`src/rtl/nmea_sentence_framer_checker_macros.svh`:
```
// ----------------------------------------------------------------------------
// NMEA sentence framer/checker assertion macros
// Concurrent assertion wrappers, empty when synthesising.
// ----------------------------------------------------------------------------
`ifndef NMEA_SENTENCE_FRAMER_CHECKER_MACROS_SVH
`define NMEA_SENTENCE_FRAMER_CHECKER_MACROS_SVH

`ifndef SYNTHESIS
`define NSFC_ASSERT_IMP(lbl, ante, cons, msg) \
    lbl: assert property (@(posedge i_clk) disable iff (!i_rst_n) (ante) |-> (cons)) \
        else $error(msg);
`define NSFC_ASSERT_NXT(lbl, ante, cons, msg) \
    lbl: assert property (@(posedge i_clk) disable iff (!i_rst_n) (ante) |=> (cons)) \
        else $error(msg);
`else
`define NSFC_ASSERT_IMP(lbl, ante, cons, msg)
`define NSFC_ASSERT_NXT(lbl, ante, cons, msg)
`endif

`endif

```
`src/rtl/nsfc_pkg.sv`:
```
// ----------------------------------------------------------------------------
// NMEA sentence framer/checker package
// Shared types and constants.
// ----------------------------------------------------------------------------
package nsfc_pkg;

    localparam int MAX_TEXT_DEF = 128;
    localparam int LEN_W        = 8;
    localparam int CHR_W        = 8;
    localparam int S_TDATA_W    = 8;
    localparam int S_TUSER_W    = 1;
    localparam int M_TDATA_W    = 48;

    typedef enum logic [2:0] {
        ST_OK         = 3'd0,
        ST_NO_END     = 3'd1,
        ST_TOO_SHORT  = 3'd2,
        ST_NO_STAR    = 3'd3,
        ST_STAR_POS   = 3'd4,
        ST_CSUM_BAD   = 3'd5,
        ST_TALKER_BAD = 3'd6
    } t_status;

    // classified input transaction
    typedef struct packed {
        logic             restart;
        logic [CHR_W-1:0] chr;
        logic             is_dollar;
        logic             is_star;
        logic             is_comma;
        logic             is_lf;
        logic             is_cr;
        logic             hex_ok;
        logic [3:0]       hex_val;
    } t_item;

endpackage

```
`src/rtl/nsfc_back.sv`:
```
// ----------------------------------------------------------------------------
// NMEA sentence framer/checker back end
// Sentence tracking, checks on LF and the output register.
// ----------------------------------------------------------------------------
`include "nmea_sentence_framer_checker_macros.svh"

module nsfc_back #(
    parameter int MAX_TEXT = nsfc_pkg::MAX_TEXT_DEF
) (
    input  logic                          i_clk,
    input  logic                          i_rst_n,
    input  logic                          i_q_valid,
    input  nsfc_pkg::t_item               i_q_item,
    output logic                          o_q_pop,
    output logic                          o_m_tvalid,
    input  logic                          i_m_tready,
    output logic [nsfc_pkg::M_TDATA_W-1:0] o_m_tdata
);
    import nsfc_pkg::*;

    localparam logic [LEN_W-1:0] MAX_LEN   = LEN_W'(MAX_TEXT);
    localparam logic [LEN_W-1:0] MIN_LEN   = LEN_W'(9);
    localparam logic [LEN_W-1:0] COMMA_POS = LEN_W'(6);
    localparam logic [LEN_W-1:0] STAR_BACK = LEN_W'(3);

    logic             r_started, n_started;
    logic             r_done, n_done;
    logic [LEN_W-1:0] r_len, n_len;
    logic             r_star, n_star;
    logic [LEN_W-1:0] r_star_pos, n_star_pos;
    logic             r_comma, n_comma;
    logic [LEN_W-1:0] r_comma_pos, n_comma_pos;
    logic [7:0]       r_xor, n_xor;
    t_status          r_err, n_err;
    logic [15:0]      r_talker, n_talker;
    logic [23:0]      r_type, n_type;
    logic [CHR_W-1:0] r_head [5];
    logic [4:0]       r_tail1;
    logic [4:0]       r_tail2;

    logic             r_out_valid;
    logic             r_out_done;
    t_status          r_out_err;
    logic [15:0]      r_out_talker;
    logic [23:0]      r_out_type;

    logic             w_take;
    logic             w_lf_hit;
    logic             w_full_hit;
    logic             w_live;
    logic [7:0]       w_csum;

    assign o_q_pop = i_q_valid & (~r_out_valid | i_m_tready);

    assign w_live     = o_q_pop & ~i_q_item.restart & ~r_done;
    assign w_take     = w_live & ((r_started & (r_len < MAX_LEN) & ~i_q_item.is_lf
                                   & ~i_q_item.is_cr) | (~r_started & i_q_item.is_dollar));
    assign w_lf_hit   = w_live & r_started & (r_len < MAX_LEN) & i_q_item.is_lf;
    assign w_full_hit = w_live & r_started & (r_len >= MAX_LEN);

    // hex value of the last two characters; a non-hex digit ends it
    always_comb begin
        w_csum = 8'd0;
        if (r_tail1[4]) begin
            w_csum = r_tail2[4] ? {r_tail1[3:0], r_tail2[3:0]} : {4'd0, r_tail1[3:0]};
        end
    end

    always_comb begin
        n_started   = r_started;
        n_done      = r_done;
        n_len       = r_len;
        n_star      = r_star;
        n_star_pos  = r_star_pos;
        n_comma     = r_comma;
        n_comma_pos = r_comma_pos;
        n_xor       = r_xor;
        n_err       = r_err;
        n_talker    = r_talker;
        n_type      = r_type;
        if (o_q_pop && i_q_item.restart) begin
            n_started   = 1'b0;
            n_done      = 1'b0;
            n_len       = '0;
            n_star      = 1'b0;
            n_star_pos  = '0;
            n_comma     = 1'b0;
            n_comma_pos = '0;
            n_xor       = 8'd0;
            n_err       = ST_OK;
            n_type      = 24'd0;
        end
        if (w_full_hit) n_err = ST_NO_END;
        if (w_take) begin
            n_started = 1'b1;
            n_len     = r_len + LEN_W'(1);
            if (i_q_item.is_star && !r_star) begin
                n_star     = 1'b1;
                n_star_pos = r_len;
            end else if (!r_star && (r_len != '0)) begin
                n_xor = r_xor ^ i_q_item.chr;
            end
            if (i_q_item.is_comma && !r_comma) begin
                n_comma     = 1'b1;
                n_comma_pos = r_len;
            end
        end
        if (w_lf_hit) begin
            n_done = 1'b1;
            if (r_len < MIN_LEN) begin
                n_err = ST_TOO_SHORT;
            end else if (!r_star) begin
                n_err = ST_NO_STAR;
            end else if (r_star_pos != r_len - STAR_BACK) begin
                n_err = ST_STAR_POS;
            end else if (r_xor != w_csum) begin
                n_err = ST_CSUM_BAD;
            end else if (!r_comma || (r_comma_pos != COMMA_POS)) begin
                n_err = ST_TALKER_BAD;
            end else begin
                n_talker = {r_head[0], r_head[1]};
                n_type   = {r_head[2], r_head[3], r_head[4]};
            end
        end
    end

    always_ff @(posedge i_clk) begin
        if (!i_rst_n) begin
            r_started   <= 1'b0;
            r_done      <= 1'b0;
            r_len       <= '0;
            r_star      <= 1'b0;
            r_star_pos  <= '0;
            r_comma     <= 1'b0;
            r_comma_pos <= '0;
            r_xor       <= 8'd0;
            r_err       <= ST_OK;
            r_talker    <= 16'd0;
            r_type      <= 24'd0;
            r_out_valid <= 1'b0;
        end else begin
            r_started   <= n_started;
            r_done      <= n_done;
            r_len       <= n_len;
            r_star      <= n_star;
            r_star_pos  <= n_star_pos;
            r_comma     <= n_comma;
            r_comma_pos <= n_comma_pos;
            r_xor       <= n_xor;
            r_err       <= n_err;
            r_talker    <= n_talker;
            r_type      <= n_type;
            if (o_q_pop) begin
                r_out_valid <= 1'b1;
            end else if (i_m_tready) begin
                r_out_valid <= 1'b0;
            end
        end
    end

    always_ff @(posedge i_clk) begin
        if (w_take) begin
            for (int i = 0; i < 5; i++) begin
                if (r_len == LEN_W'(i + 1)) r_head[i] <= i_q_item.chr;
            end
            r_tail1 <= r_tail2;
            r_tail2 <= {i_q_item.hex_ok, i_q_item.hex_val};
        end
        if (o_q_pop) begin
            r_out_done   <= n_done;
            r_out_err    <= n_err;
            r_out_talker <= n_talker;
            r_out_type   <= n_type;
        end
    end

    assign o_m_tvalid = r_out_valid;
    assign o_m_tdata  = {4'd0, r_out_type, r_out_talker[7:0], r_out_talker[15:8],
                         r_out_err, r_out_done};

    `NSFC_ASSERT_IMP(a_len_bound, 1'b1, r_len <= MAX_LEN, "text length over maximum")
    `NSFC_ASSERT_NXT(a_done_sticky, r_done && !(o_q_pop && i_q_item.restart), r_done,
                     "done dropped without restart")
    `NSFC_ASSERT_NXT(a_restart_clears, o_q_pop && i_q_item.restart,
                     !r_done && (r_len == '0) && (r_type == 24'd0) && (r_err == ST_OK),
                     "restart left progress behind")

endmodule
```
`config.mk`:
```
export PLATFORM = sky130hd
export DESIGN_NAME = nsfc_back
export DESIGN_NICKNAME = d
export VERILOG_FILES = /design/src/rtl/nsfc_pkg.sv /design/src/rtl/nsfc_back.sv
export VERILOG_INCLUDE_DIRS = /design/src /design/src/rtl
export SDC_FILE = /design/constraint.sdc
export NUM_CORES = 1
export LEC_CHECK = 0
export ABC_AREA = 1
export BUFFER_PORTS_ARGS = -buffer_cell sky130_fd_sc_hd__buf_2
export CAP_MARGIN = 20
export CORE_AREA = 2 2 125 127
export CTS_CLUSTER_SIZE = 30
export DETAILED_ROUTE_END_ITERATION = 16
export DIE_AREA = 0 0 127 129
export PLACE_DENSITY = 0.79
export SYNTH_ARGS = -nofsm -noshare
export SYNTH_HDL_FRONTEND = slang
export SYNTH_SLANG_ARGS = --single-unit
export TNS_END_PERCENT = 5
```
`constraint.sdc`:
```
create_clock -name i_clk -period 3.8 [get_ports i_clk]
set_input_delay 0.76 -clock i_clk [delete_from_list [all_inputs] [get_ports i_clk]]
set_output_delay 0.76 -clock i_clk [all_outputs]
set_load 0.05 [all_outputs]
```
==> results.cfg, run 1 <==
[critical_path]
crit_type = register to register
crit_buf_inv = 1
path_depth = 11
required_ns = 3.97
reg2regPathDepth = 11
slowest_stage = edfxtp_1
critPathMaxFanout = 40
arrival_ns = 2.91
cp-start-kind = register
critPathCaptureType = register
crit_top_cell = nand2_1
crit_family = simple AND/OR/NAND/NOR gates
crit_path_max_incr_delay_ns = 0.65
path_cells = inv_2, nand2_1, nand3_1, nand2_1, nand2_1, nor2_1, nand3_1, nor2_4, nand3_4, nand2_1, nand2_1

[die]
rows = 45
die_w_um = 127
start_util = 0.492
design.core.area_um2 = 15000
fp.dieH_um = 129
io_pins = 73
die_area_um2 = 16400

[clock_network]
numCtsBuffers = 17
cts_sinks = 174
cts_max_level = 4
clk_path_buf_depth = 2
tritoncts = done
cts.root.buffer_cell = clkbuf_16
post_cts_resized = 0
clk_pin_slew_ns = 0.06
insertion_delay_ns = 0.43
cts_hold_buf = 0
post_cts_buffers = 0

[final_layout]
utilization = 0.555
post_layout_nonfiller_instances = 1064
fin_area_um2 = 8320
layout-drive-gt1-share = 0.139
area_growth_pct = 12.8
antenna_cells = 0
nets = 890

[placement]
numPortBuffers = 68
gp_congestion = 0.898
post-place-ws_ns = 1.04
placedCellCount = 1032
placed_cell_area_um2 = 7780
dp_hpwl_mm = 9.90

[drt]
drt_first_pass_iters = 5
wirelength_mm = 15.0
via_per_inst = 5.15
vias = 5478
drc_errors = 0
wl_per_cell_um = 14.1
dr.first_iter.drc_count = 507
ant_nets = 0

[grt]
grt.total_usage = 0.192
antenna_found_initial = 0
grt_pass1_wl_mm = 24.4
grt_pass1_vias = 4928
grt_max_degree = 59
grt_overflow_total = 0

[sta]
timing_hold_violations_final = 0
setup_ws_ns = 1.06
fin_crit_ns = 2.74
maxSlewViolCount = 0
relSlewSlack = 0.419
worstMarginPinSlew_ns = 0.866
whs_ns = 0.461
final.setup.tns_ns = 0
rsz0062_at_grt = no
setup_viol = 0
period_share = 0.722
fmax_mhz = 365
fin_skew_ns = 0.00996

[power]
power_density_nw_per_um2 = 458
power_switching_mw = 0.894
intPower_mw = 2.92
switching_share = 0.235
power.total_mw = 3.81
p_seq_frac = 0.532
peakVddDrop_v = 0.000354
combPwrFrac = 0.061
clkPwrFrac = 0.407
p_leak_nw = 3.69

[synthesis]
syn_inst = 809
yosysMostFrequentCell = nand2_1
syn_avg_cell_area_um2 = 9.12
ys_warn_count = 0
synthTopCellsByArea = edfxtp_1, dfxtp_1, nand2_1
synthArstFlopShare = 0
synth_common_cells = nand2_1, edfxtp_1, inv_1, dfxtp_1, a21oi_1
yosysUniqueCellTypes = 32
synth_top_area_frac = 0.383
netlist_area_um2 = 7380
synth-seq-cells = 174
synthFlopType = edfxtp_1
yosysSeqAreaShare = 0.600
synth-edff-count = 94
synth_top_area_cell = edfxtp_1

[status]
status = finished, final reports clean

[run]
timing.max_cap.violations = 0

[min_path]
holdPathStages = 2
worst_hold_path_type = register to register
## cells by family (layout without fill, tap and decap cells)
| logic type | Yosys count | after routing | share of synthesized area |
|---|---|---|---|
| AOI/OAI and AO/OA | 94 | 94 | 0.0682 |
| xor gates and xnor gates | 5 | 5 | 0.00594 |
| adders and majority gates | 4 | 4 | 0.00679 |
| buffers and inverters | 144 | 208 | 0.0870 |
| DFF | 174 | 174 | 0.600 |
| other | 1 | 4 | 0.000508 |
| and+or+nand+nor | 387 | 387 | 0.232 |
## cell usage in the layout, fill, tap and decap left out, types with 20 or more instances in the layout
cell      count
a21oi_1      61
buf_2        68
dfxtp_1      80
edfxtp_1     94
inv_1        91
nand2_1     226
nand3_1      34
nand4_1      55
nor2_1       55
o21ai_0      20
## worst paths after layout
path                                  start                        end  slack (ns)
setup / recovery       r_tail2[4]$_DFFE_PP_  r_out_talker[7]$_DFFE_PN_        1.06
hold reg to reg   r_comma_pos[1]$_SDFF_PN0_  r_comma_pos[1]$_SDFF_PN0_        0.46
setup reg to reg       r_tail2[4]$_DFFE_PP_  r_out_talker[7]$_DFFE_PN_        1.06
hold / removal    r_comma_pos[1]$_SDFF_PN0_  r_comma_pos[1]$_SDFF_PN0_        0.46
## power by group through the flow
stage	clock network [mW]	registers, mW	logic (mW)
after CTS	1.58	2.03	0.232
after detailed placement	0	2.07	0.231
after global placement	0	2.07	0.229
final	1.55	2.03	0.231
after global routing	1.66	2.03	0.249
after floorplan	0	2.14	0.0946
## metal layers
layer	wire (µm)	global-route usage	up-vias	share of wire
met5	0	0	-	0
met4	330	0.0763	0	0.022
met3	888	0.0541	20	0.059
met2	7140	0.304	174	0.47
met1	6690	0.253	2506	0.44
li1	-	-	2778	-
## worst reg2reg max path, stage by stage, from the launching register on
cell	delay (ns)
edfxtp_1	0.65
inv_2	0.13
nand2_1	0.14
nand3_1	0.11
nand2_1	0.09
nand2_1	0.05
nor2_1	0.11
nand3_1	0.14
nor2_4	0.29
nand3_4	0.42
nand2_1	0.25
nand2_1	0.10
## flip-flops by register name (all words and copies together), names as in the netlist, 5 cells and up
name and flops:
r_talker 16, r_len 8, r_type 24, r_out_talker 16, r_comma_pos 8, r_star_pos 8, r_tail1 5, r_head 40
r_xor 8, r_out_type 24, r_tail2 5
## cell type report
| cell class | instances | area, µm² |
|---|---|---|
| fillers | 1284 | 6660 |
| well taps | 188 | 235 |
| multi-input cells | 494 | 2320 |
| clock buffers | 21 | 450 |
| inverters | 96 | 360 |
| flip-flops and latches | 174 | 4420 |
| repair buffers | 80 | 443 |
| clock inverters | 11 | 85.1 |
Note: power is estimated with default switching activity, not from simulation.
==> run 2: changes to the inputs <==
--- a/config.mk
+++ b/config.mk
@@ -13,7 +13,7 @@
 export CTS_CLUSTER_SIZE = 30
 export DETAILED_ROUTE_END_ITERATION = 16
 export DIE_AREA = 0 0 127 129
-export PLACE_DENSITY = 0.79
+export PLACE_DENSITY = 0.82
 export SYNTH_ARGS = -nofsm -noshare
 export SYNTH_HDL_FRONTEND = slang
 export SYNTH_SLANG_ARGS = --single-unit
==> constraint.sdc (replaced) <==
create_clock -name i_clk -period 2.4 [get_ports i_clk]
set_input_delay 0.48 -clock i_clk [delete_from_list [all_inputs] [get_ports i_clk]]
set_output_delay 0.48 -clock i_clk [all_outputs]
set_load 0.05 [all_outputs]
==> results.cfg, run 2 (synthesis gave the netlist of run 1 again) <==
[power]
power_switching_mw = 1.54
combPwrFrac = 0.061
power.total_mw = 6.41
clkPwrFrac = 0.440
p_leak_nw = 3.85
peakVddDrop_v = 0.000548
p_seq_frac = 0.500
power_density_nw_per_um2 = 743
intPower_mw = 4.88
switching_share = 0.240

[grt]
grt_pass1_wl_mm = 24.8
grt.total_usage = 0.195
grt_pass1_vias = 5147
grt_overflow_total = 0
grt_max_degree = 41
antenna_found_initial = 0

[critical_path]
critPathCaptureType = register
required_ns = 2.58
slowest_stage = dfxtp_4
reg2regPathDepth = 12
cp-start-kind = register
crit_top_cell = nand2_1
startpoint = r_len[0]$_SDFFE_PN0P_
arrival_ns = 2.44
path_cells = inv_1, ha_4, inv_1, nand2_1, nand4_1, nor2_2, nand3_2, nor2_4, nand3_4, buf_12, nand2_1, nand2_1
crit_type = register to register
crit_path_max_incr_delay_ns = 0.42
critPathMaxFanout = 40
r2r_start = r_len[0]$_SDFFE_PN0P_

[final_layout]
mostFrequentLayoutCells = nand2_1, edfxtp_1, inv_1
layout-drive-gt1-share = 0.173
post_layout_nonfiller_instances = 1083
nets = 909
fill_cells = 1245
largest_register = r_head
antenna_cells = 0
largest_reg_flops = 40
layout.cells.most_common = nand2_1
largestRegisters = r_head (40), r_out_type (24), r_type (24)
area_growth_pct = 17.0

[placement]
gp_congestion = 0.891
placedCellCount = 1046
numPortBuffers = 68
dp_hpwl_mm = 10.4

[sta]
final.setup.tns_ns = 0
maxSlewViolCount = 0
timing_hold_violations_final = 0
fmax_mhz = 442
setup_viol = 0
whs_ns = 0.222
period_share = 0.942
fin_skew_ns = 0.00873
rsz0062_at_grt = no
fin_crit_ns = 2.26

[min_path]
min_from = i_q_item[0]
worst_hold_path_type = input port to register
holdPathStages = 1

[drt]
drt_first_pass_iters = 5
vias = 5678
wl_per_cell_um = 14.3
via_per_inst = 5.24
wirelength_mm = 15.5
ant_nets = 0
dr.first_iter.drc_count = 486
drc_errors = 0

[run]
timing.max_cap.violations = 0

[status]
status = finished, final reports clean

[clock_network]
cts.root.buffer_cell = clkbuf_16
insertion_delay_ns = 0.43
clk_pin_slew_ns = 0.07
cts_sinks = 174
cts_max_level = 4
clk_path_buf_depth = 2
tritoncts = done
numCtsBuffers = 17

[die]
die_area_um2 = 16400
die_w_um = 127
start_util = 0.492
fp.dieH_um = 129
design.core.area_um2 = 15000
io_pins = 73
rows = 45
-- run 2: changes by cell type in the layout (fill, tap and decap cells not counted), sizes merged --
cell,before,now
buf,80,99
clkinv,4,2
bufinv,0,2
clkbuf,21,18
inv,98,102
clkinvlp,5,4
-- run 2: layout make-up --
| cell class | instances | area (µm²) | share of cell area |
|---|---|---|---|
| repair buffers | 99 | 613 | 0.0711 |
| clock buffers | 18 | 439 | 0.0509 |
| flip-flops and latches | 174 | 4430 | 0.514 |
| multi-input cells | 494 | 2360 | 0.273 |
| well taps | 188 | 235 | 0.0273 |
| inverters | 96 | 377 | 0.0436 |
| clock inverters | 14 | 175 | 0.0203 |
-- run 2: worst paths after layout --
path | endpoint | slack, ns
worst max-delay path | r_out_talker[15]$_DFFE_PN_ | 0.14
worst min-delay path | r_tail2[0]$_DFFE_PP_ | 0.22
worst max register to register | r_out_talker[15]$_DFFE_PN_ | 0.14
worst min register to register | r_tail1[0]$_DFFE_PP_ | 0.46
-- run 2: what timing repair did --
action / CTS / global route
resized for setup: 1 / 10
pin swaps: 0 / 1
buffers inserted: 0 / 5
setup endpoints to repair: 38 / 81
hold endpoints to repair: 0 / 0
hold buffers: 0 / 0
-- run 2: layer usage --
metal / GRT usage / wire length (µm)
met1: 0.247 / 6730
met2: 0.321 / 7530
met3: 0.0412 / 813
met4: 0.0918 / 388
met5: 0 / 0
-- run 2: power by group through the flow --
stage | sequential [mW] | clock, mW | combinational [mW]
6_report | 3.20 | 2.82 | 0.389
5_1_grt | 3.21 | 2.99 | 0.417
4_1_cts | 3.21 | 2.86 | 0.382
3_5_place_dp | 3.27 | 0 | 0.380
3_3_place_gp | 3.27 | 0 | 0.376
2_1_floorplan | 3.39 | 0 | 0.156
-- run 2: worst max-delay path: cells and delay by family (launching register included) --
kind                     cells  cell delay (ns)
AND/OR/NAND/NOR              8             0.91
flip-flops                   1             0.42
buffers and inverters        3             0.35
adder cells (fa/ha/maj)      1             0.30
-- run 2: metrics by stage --
step | cell area, µm² | utilization | setup slack (ns)
after floorplan | 7430 | - | -0.0630
after global placement | 7940 | 0.530 | 0.0391
after detailed placement | 7940 | 0.530 | -0.00115
after CTS | 8550 | 0.571 | 0.0559
after global routing | 8630 | 0.576 | 0.00156
final | 8630 | 0.576 | 0.139
